$ cat config.mk
export PLATFORM = sky130hd
export DESIGN_NAME = cpt_ctrl
export DESIGN_NICKNAME = d
export VERILOG_FILES = /design/src/hw/rtl/cpt_pkg.sv /design/src/hw/rtl/cpt_ctrl.sv
export SDC_FILE = /design/constraint.sdc
export NUM_CORES = 1
export LEC_CHECK = 0
export BUFFER_PORTS_ARGS = -buffer_cell sky130_fd_sc_hd__buf_2
export CAP_MARGIN = 20
export CORE_MARGIN = 3
export CORE_UTILIZATION = 56
export DETAILED_ROUTE_END_ITERATION = 7
export PLACE_DENSITY = 0.8
export SLEW_MARGIN = 10
export SYNTH_ARGS = -nofsm -noshare
export SYNTH_HDL_FRONTEND = slang
export SYNTH_SLANG_ARGS = --single-unit
$ cat constraint.sdc
create_clock -name clk -period 2.4 [get_ports clk]
set_input_delay 0.48 -clock clk [delete_from_list [all_inputs] [get_ports clk]]
set_output_delay 0.48 -clock clk [all_outputs]
set_load 0.005 [all_outputs]
$ cat src/hw/rtl/cpt_pkg.sv
// shared types, constants and helpers for the clip-region point test
// no dependencies; used by cpt_ctrl, cpt_dpath and csg_clip_point_test
package cpt_pkg;

    localparam int MAX_CLIPS      = 16;
    localparam int WORDS_PER_CLIP = 12;
    localparam int WORDS_TOTAL    = MAX_CLIPS * WORDS_PER_CLIP;

    // word slots inside one entry
    localparam logic [3:0] W_CENTER = 4'd0;
    localparam logic [3:0] W_NORMAL = 4'd3;
    localparam logic [3:0] W_APEX   = 4'd6;
    localparam logic [3:0] W_R1     = 4'd9;
    localparam logic [3:0] W_R2     = 4'd10;
    localparam logic [3:0] W_LEN    = 4'd11;

    // word_select code for the type field
    localparam logic [3:0] WS_TYPE = 4'd0;

    // type bits
    localparam int T_PLANE  = 0;
    localparam int T_SPHERE = 1;
    localparam int T_CONE   = 2;
    localparam int T_INSIDE = 3;

    localparam logic signed [51:0] SAT_MAX = 52'sd2147483647;
    localparam logic signed [51:0] SAT_MIN = -52'sd2147483648;

    typedef struct packed {
        logic               kind;
        logic [3:0]         clip_index;
        logic [3:0]         word_select;
        logic signed [31:0] word_value;
        logic signed [31:0] point_x;
        logic signed [31:0] point_y;
        logic signed [31:0] point_z;
    } in_beat_t;

    typedef struct packed {
        logic visible;
        logic bad_type;
    } out_beat_t;

    typedef enum logic [3:0] {
        OP_NONE,
        OP_LD_VC,
        OP_LD_VV,
        OP_LD_AN,
        OP_LD_RP,
        OP_LD_RR,
        OP_LD_TN,
        OP_LD_DD,
        OP_MUL,
        OP_ACC,
        OP_SAVE_DOT,
        OP_DIV,
        OP_R,
        OP_SAVE_RR,
        OP_AXIS
    } op_t;

    typedef struct packed {
        op_t        op;
        logic [1:0] idx;
        logic       clr;
        logic       rd_en;
        logic [3:0] rd_word;
        logic [3:0] entry;
        logic       take_point;
        logic       load;
    } dp_cmd_t;

    typedef struct packed {
        logic [3:0] type_bits;
        logic       neg;
        logic       gt_len;
        logic       gt_r1;
        logic       lt_r1;
        logic       gt_rr;
        logic       lt_rr;
    } dp_status_t;

    // clamp to signed 32-bit
    function automatic logic signed [31:0] sat32(input logic signed [51:0] v);
        logic signed [31:0] r;
        if (v > SAT_MAX)
            r = 32'sh7FFFFFFF;
        else if (v < SAT_MIN)
            r = 32'sh80000000;
        else
            r = v[31:0];
        return r;
    endfunction

endpackage

$ cat src/hw/rtl/cpt_ctrl.sv
// controller of the clip-region point test: entry walk sequencer,
// clip_count register and result register; uses cpt_pkg
module cpt_ctrl (
    input  logic                clk,
    input  logic                rst_n,
    input  logic                in_valid,
    output logic                in_ready,
    input  logic                in_kind,
    input  logic                cfg_wr_en,
    input  logic [4:0]          cfg_wr_data,
    output logic                out_valid,
    input  logic                out_ready,
    output cpt_pkg::out_beat_t  out_data,
    output cpt_pkg::dp_cmd_t    cmd,
    input  cpt_pkg::dp_status_t status
);
    import cpt_pkg::*;

    typedef enum logic [9:0] {
        S_IDLE   = 10'b0000000001,
        S_FETCH  = 10'b0000000010,
        S_DISP   = 10'b0000000100,
        S_DOT    = 10'b0000001000,
        S_CHK_T  = 10'b0000010000,
        S_DIV    = 10'b0000100000,
        S_RAD    = 10'b0001000000,
        S_DIST   = 10'b0010000000,
        S_DECIDE = 10'b0100000000,
        S_FIN    = 10'b1000000000
    } state_t;

    typedef enum logic [1:0] {
        SH_PLANE,
        SH_SPHERE,
        SH_CONE
    } shape_t;

    state_t     state_reg, state_next;
    shape_t     shape_reg, shape_next;
    logic [4:0] count_reg, count_next;
    logic [4:0] entry_reg, entry_next;
    logic [4:0] cnt_reg, cnt_next;
    logic [2:0] ph_reg, ph_next;
    logic [1:0] i_reg, i_next;
    logic       vis_reg, vis_next;
    logic       bad_reg, bad_next;
    logic       out_valid_reg, out_valid_next;
    logic       out_vis_reg, out_vis_next;
    logic       out_bad_reg, out_bad_next;

    logic [4:0] n_eff;
    logic       inside_bit;
    logic       pass_ev;
    logic       fail_ev;
    logic       fail_bad;

    assign n_eff      = (count_reg > 5'(MAX_CLIPS)) ? 5'(MAX_CLIPS) : count_reg;
    assign inside_bit = status.type_bits[T_INSIDE];

    assign in_ready  = (state_reg == S_IDLE);
    assign out_valid = out_valid_reg;
    assign out_data  = '{visible: out_vis_reg, bad_type: out_bad_reg};

    // sequencer
    always_comb
    begin
        state_next     = state_reg;
        shape_next     = shape_reg;
        entry_next     = entry_reg;
        cnt_next       = cnt_reg;
        ph_next        = ph_reg;
        i_next         = i_reg;
        vis_next       = vis_reg;
        bad_next       = bad_reg;
        out_vis_next   = out_vis_reg;
        out_bad_next   = out_bad_reg;
        out_valid_next = out_valid_reg && !out_ready;
        count_next     = cfg_wr_en ? cfg_wr_data : count_reg;
        pass_ev        = 1'b0;
        fail_ev        = 1'b0;
        fail_bad       = 1'b0;

        cmd            = '0;
        cmd.op         = OP_NONE;
        cmd.idx        = i_reg;
        cmd.entry      = entry_reg[3:0];
        cmd.rd_word    = cnt_reg[3:0];

        case (state_reg)
            S_IDLE:
            begin
                if (in_valid)
                begin
                    if (in_kind)
                    begin
                        cmd.take_point = 1'b1;
                        entry_next     = '0;
                        cnt_next       = '0;
                        if (n_eff == 5'd0)
                        begin
                            vis_next   = 1'b1;
                            bad_next   = 1'b0;
                            state_next = S_FIN;
                        end
                        else
                            state_next = S_FETCH;
                    end
                    else
                        cmd.load = 1'b1;
                end
            end
            S_FETCH:
            begin
                cmd.rd_en = (cnt_reg < 5'(WORDS_PER_CLIP));
                cnt_next  = cnt_reg + 5'd1;
                if (cnt_reg == 5'(WORDS_PER_CLIP))
                    state_next = S_DISP;
            end
            S_DISP:
            begin
                cmd.clr = 1'b1;
                ph_next = '0;
                i_next  = '0;
                if (status.type_bits[T_PLANE])
                begin
                    shape_next = SH_PLANE;
                    state_next = S_DOT;
                end
                else if (status.type_bits[T_SPHERE])
                begin
                    shape_next = SH_SPHERE;
                    state_next = S_DOT;
                end
                else if (status.type_bits[T_CONE])
                begin
                    shape_next = SH_CONE;
                    state_next = S_DOT;
                end
                else
                begin
                    fail_ev  = 1'b1;
                    fail_bad = 1'b1;
                end
            end
            S_DOT:
            begin
                case (ph_reg)
                    3'd0:
                    begin
                        case (shape_reg)
                            SH_PLANE:  cmd.op = OP_LD_VC;
                            SH_SPHERE: cmd.op = OP_LD_VV;
                            default:   cmd.op = OP_LD_AN;
                        endcase
                        ph_next = 3'd1;
                    end
                    3'd1:
                    begin
                        cmd.op  = OP_MUL;
                        ph_next = 3'd2;
                    end
                    default:
                    begin
                        cmd.op  = OP_ACC;
                        ph_next = 3'd0;
                        if (i_reg == 2'd2)
                            state_next = (shape_reg == SH_CONE) ? S_CHK_T : S_DECIDE;
                        else
                            i_next = i_reg + 2'd1;
                    end
                endcase
            end
            S_CHK_T:
            begin
                if (status.neg || status.gt_len)
                begin
                    if (inside_bit)
                        fail_ev = 1'b1;
                    else
                        pass_ev = 1'b1;
                end
                else
                begin
                    cmd.op     = OP_SAVE_DOT;
                    cnt_next   = '0;
                    state_next = S_DIV;
                end
            end
            S_DIV:
            begin
                cmd.op   = OP_DIV;
                cnt_next = cnt_reg + 5'd1;
                if (cnt_reg == 5'd16)
                begin
                    ph_next    = '0;
                    state_next = S_RAD;
                end
            end
            S_RAD:
            begin
                ph_next = ph_reg + 3'd1;
                case (ph_reg)
                    3'd0:
                    begin
                        cmd.op  = OP_LD_RP;
                        cmd.clr = 1'b1;
                    end
                    3'd1: cmd.op = OP_MUL;
                    3'd2: cmd.op = OP_R;
                    3'd3: cmd.op = OP_LD_RR;
                    3'd4: cmd.op = OP_MUL;
                    default:
                    begin
                        cmd.op     = OP_SAVE_RR;
                        ph_next    = '0;
                        i_next     = '0;
                        state_next = S_DIST;
                    end
                endcase
            end
            S_DIST:
            begin
                ph_next = ph_reg + 3'd1;
                case (ph_reg)
                    3'd0: cmd.op = OP_LD_TN;
                    3'd1: cmd.op = OP_MUL;
                    3'd2: cmd.op = OP_AXIS;
                    3'd3: cmd.op = OP_LD_DD;
                    3'd4: cmd.op = OP_MUL;
                    default:
                    begin
                        cmd.op  = OP_ACC;
                        ph_next = '0;
                        if (i_reg == 2'd2)
                            state_next = S_DECIDE;
                        else
                            i_next = i_reg + 2'd1;
                    end
                endcase
            end
            S_DECIDE:
            begin
                case (shape_reg)
                    SH_PLANE:  fail_ev = status.neg;
                    SH_SPHERE: fail_ev = inside_bit ? status.gt_r1 : status.lt_r1;
                    default:   fail_ev = inside_bit ? status.gt_rr : status.lt_rr;
                endcase
                pass_ev = !fail_ev;
            end
            S_FIN:
            begin
                if (!out_valid_reg || out_ready)
                begin
                    out_valid_next = 1'b1;
                    out_vis_next   = vis_reg;
                    out_bad_next   = bad_reg;
                    state_next     = S_IDLE;
                end
            end
            default:
                state_next = S_IDLE;
        endcase

        // end of one entry
        if (fail_ev)
        begin
            vis_next   = 1'b0;
            bad_next   = fail_bad;
            state_next = S_FIN;
        end
        else if (pass_ev)
        begin
            if (entry_reg + 5'd1 >= n_eff)
            begin
                vis_next   = 1'b1;
                bad_next   = 1'b0;
                state_next = S_FIN;
            end
            else
            begin
                entry_next = entry_reg + 5'd1;
                cnt_next   = '0;
                state_next = S_FETCH;
            end
        end
    end

    // control registers
    always_ff @(posedge clk or negedge rst_n)
    begin
        if (!rst_n)
        begin
            state_reg     <= S_IDLE;
            count_reg     <= '0;
            out_valid_reg <= 1'b0;
        end
        else
        begin
            state_reg     <= state_next;
            count_reg     <= count_next;
            out_valid_reg <= out_valid_next;
        end
    end

    // walk and result registers
    always_ff @(posedge clk)
    begin
        shape_reg   <= shape_next;
        entry_reg   <= entry_next;
        cnt_reg     <= cnt_next;
        ph_reg      <= ph_next;
        i_reg       <= i_next;
        vis_reg     <= vis_next;
        bad_reg     <= bad_next;
        out_vis_reg <= out_vis_next;
        out_bad_reg <= out_bad_next;
    end

`ifndef ASSERT_OFF
    // state register stays one-hot
    a_state_onehot: assert property (@(posedge clk) disable iff (!rst_n)
        $onehot(state_reg))
        else $error("controller state not one-hot");

    // the walk never goes past the checked entries
    a_entry_range: assert property (@(posedge clk) disable iff (!rst_n)
        (state_reg == S_FETCH || state_reg == S_DISP) |-> (entry_reg < n_eff))
        else $error("entry walk beyond clip_count");

    // a finished walk lands in the output register
    a_fin_load: assert property (@(posedge clk) disable iff (!rst_n)
        (state_reg == S_FIN && (!out_valid_reg || out_ready)) |=>
        (out_valid_reg && state_reg == S_IDLE))
        else $error("result not loaded");

    // a bad type always reports not visible
    a_bad_vis: assert property (@(posedge clk) disable iff (!rst_n)
        out_valid_reg |-> !(out_bad_reg && out_vis_reg))
        else $error("bad type reported visible");
`endif

endmodule

==> impl_metrics.py <==
metrics = {
    "sta": {
        "drv_slew": 0,
        "rsz0062_at_grt": "yes",
        "period_minus_slack_ns": 2.43,
        "setup_viol": 2,
        "worst_slew_pin_slew_ns": 0.491,
        "finClkSkew_ns": 0.0133,
        "hold_viol": 0,
        "fin_crit_sh": 1.01,
        "fmax_mhz": 412,
        "hold_ws_ns": 0.0784,
        "fin_ws_ns": -0.0293,
        "max_slew_margin": 0.670,
        "tns_ns": -0.0459,
    },
    "floorplan": {
        "dieArea_mm2": 0.00521,
        "start_util": 0.596,
        "row_count": 23,
        "fp.dieW_um": 72.2,
        "core_mm2": 0.00412,
        "io_pins": 43,
        "die_h_um": 72.2,
    },
    "power_and_ir_drop": {
        "power.density_mw_per_mm2": 841,
        "ir_drop_v": 0.000513,
        "total_power_mw": 2.45,
        "p_leak_nw": 1.39,
    },
    "global_route": {
        "grt_max_degree": 17,
        "grt_pass1_wl_mm": 9.54,
        "antenna_found_initial": 0,
        "grt_overflow": 0,
        "grt_pass1_vias": 2083,
        "grt_usage": 0.231,
    },
    "cells_and_area": {
        "fin_cells": 361,
        "drive_gt1_frac": 0.296,
        "n_antenna_cell": 0,
        "final_common_cell": "buf_2",
        "area_delta_synth_final_pct": 18.7,
        "layout_common_cells": "buf_2, nand2_1, nor2_1",
        "finalNetCount": 346,
        "design_area_mm2": 0.00291,
        "largest_register_ffs": 10,
        "fillers": 303,
    },
    "clocking": {
        "cts_tree": "built",
        "h-tree-depth": 2,
        "clkTransAtPathRegs_ns": 0.09,
        "clock_path_buffers": 2,
        "cts_buffers": 5,
        "clock_latency_ns": 0.30,
        "cts.sinks": 37,
        "root_buffer": "clkbuf_8",
        "cts_hold_buf": 0,
    },
    "route": {
        "drc": 0,
        "vias": 2155,
        "ant_nets": 0,
        "first_pass_iters": 4,
        "wire_per_inst_um": 15.8,
        "drt-initial-drc-count": 179,
        "drt-total-wl_mm": 5.70,
        "viasPerCell": 5.97,
    },
    "setup_path": {
        "crit_type": "register to primary output",
        "worstPathArrival_ns": 1.95,
        "rrSetupSlack_ns": 0.16,
        "cp-start-kind": "register",
        "worst_r2r_endpoint": "state_reg[9]$_DFFE_PN0P_",
        "cpMaxStageDelayCell": "dfrtp_2",
        "slowest_delay_ns": 0.47,
        "crit_chain": "nor4_4, buf_6, nand4b_2, or3_4, nand4b_1, buf_2",
        "critical_path_peak_fanout": 6,
        "reg2reg_depth": 6,
        "reg2reg_from": "state_reg[5]$_DFFE_PN0P_",
        "cp-end-kind": "primary output",
        "required_ns": 1.92,
    },
    "logic_synthesis": {
        "synth_top_family_by_area": "simple AND/OR/NAND/NOR gates",
        "synth-edff-count": 9,
        "mappedNetlistNets": 297,
        "ys_types": 62,
        "ys_top_cells_by_area": "dfrtp_1, edfxtp_1, dfxtp_1, ha_1, buf_4",
        "synth.largest_area_cell": "dfrtp_1",
        "ys_seq_area_frac": 0.372,
        "yosysWarnings": 0,
        "synth_cells": 261,
        "synthAdderAreaFrac": 0.0765,
        "synthSimpleGateAreaFrac": 0.283,
        "synth.area.mux_share": 0.0408,
        "ys_ff_latch": 37,
        "syn_area_mm2": 0.00245,
        "avgSynthCellArea_um2": 9.40,
        "yosysTopAreaCellShare": 0.153,
        "synthArstFlopShare": 0.432,
        "synthFlopType": "dfrtp_1",
        "synthXorXnorAreaFrac": 0.0107,
        "synth_compound_area_frac": 0.160,
    },
    "run_status": {
        "violations": "setup timing",
        "status": "complete, but fails checks",
    },
    "placed_design": {
        "place_hpwl_mm": 4.24,
        "portBuffers": 42,
        "dpl-instance-area_mm2": 0.00271,
        "dp_cells": 349,
        "globalplace.congestion": 0.876,
    },
    "run": {
        "drv_cap": 0,
    },
    "min_path": {
        "worstHoldPathType": "input port to async pin",
    },
}
-- worst max-delay path, delay by kind of cell (launching register included) --
kind	cells	cell delay, ns
and+or+nand+nor	4	0.90
buffers and inverters	2	0.27
DFF	1	0.47
-- metrics by stage --
stage / setup WS [ns] / util
after detailed placement: 0.118 / 0.657
after CTS: 0.00770 / 0.697
final: -0.0293 / 0.707
after global placement: 0.164 / 0.657
after floorplan: 0.250 / -
after global routing: -0.0839 / 0.707
-- where the power goes --
part / switching, mW / total (mW) / internal (mW)
sequential: 0.133 / 0.900 / 0.767
combinational: 0.521 / 1.01 / 0.485
clock: 0.236 / 0.542 / 0.306
-- Yosys cell counts (5+ instances only) --
cell / count
buf_4: 10
nor2_1: 17
nor3_1: 5
dfxtp_1: 12
nand3_1: 13
nand2b_1: 9
inv_1: 13
ha_1: 15
o21ai_1: 7
a21oi_1: 13
nor2b_1: 8
o21ai_0: 9
nand2_1: 17
and3_1: 7
edfxtp_1: 9
dfrtp_1: 15
-- worst max path at each step --
stage	start	to	slack, ns
final	state_reg[3]$_DFFE_PN0P_	cmd[17]	-0.03
after detailed placement	entry_reg[1]$_DFF_P_	entry_reg[4]$_DFF_P_	0.12
after floorplan	entry_reg[0]$_DFF_P_	entry_reg[3]$_DFF_P_	0.25
after global routing	state_reg[5]$_DFFE_PN0P_	cmd[1]	-0.08
after CTS	state_reg[9]$_DFFE_PN0P_	cmd[17]	0.008
after global placement	state_reg[7]$_DFFE_PN0P_	cmd[1]	0.16
-- what timing repair did --
action	CTS	global route
gates resized for setup	4	11
endpoints found under the setup margin	5	10
pin swaps	2	1
setup buffers	4	0
-- logic make-up after synthesis --
family | count (synthesis)
flip-flops | 37
multiplexers | 9
AO/OA/AOI/OAI | 59
XOR/XNOR | 3
adder cells (fa/ha/maj) | 15
AND/OR/NAND/NOR | 111
buffers and inverters | 27
-- layer usage --
| metal | global-route usage | share of wire |
|---|---|---|
| met2 | 0.374 | 0.47 |
| met3 | 0.0540 | 0.061 |
| met4 | 0.0898 | 0.022 |
| met1 | 0.300 | 0.44 |
| met5 | 0 | 0 |
-- final cells by class --
class                   instances  area, um^2  share of cell area
multi-input cells             197        1440               0.495
flip-flops and latches         37         917               0.315
repair buffers                 55         328               0.113
clock buffers                   5        68.8              0.0236
well taps                      50        62.6              0.0215
inverters                      14        52.6              0.0181
clock inverters                 3        41.3              0.0142
(Power assumes the default switching activity.)
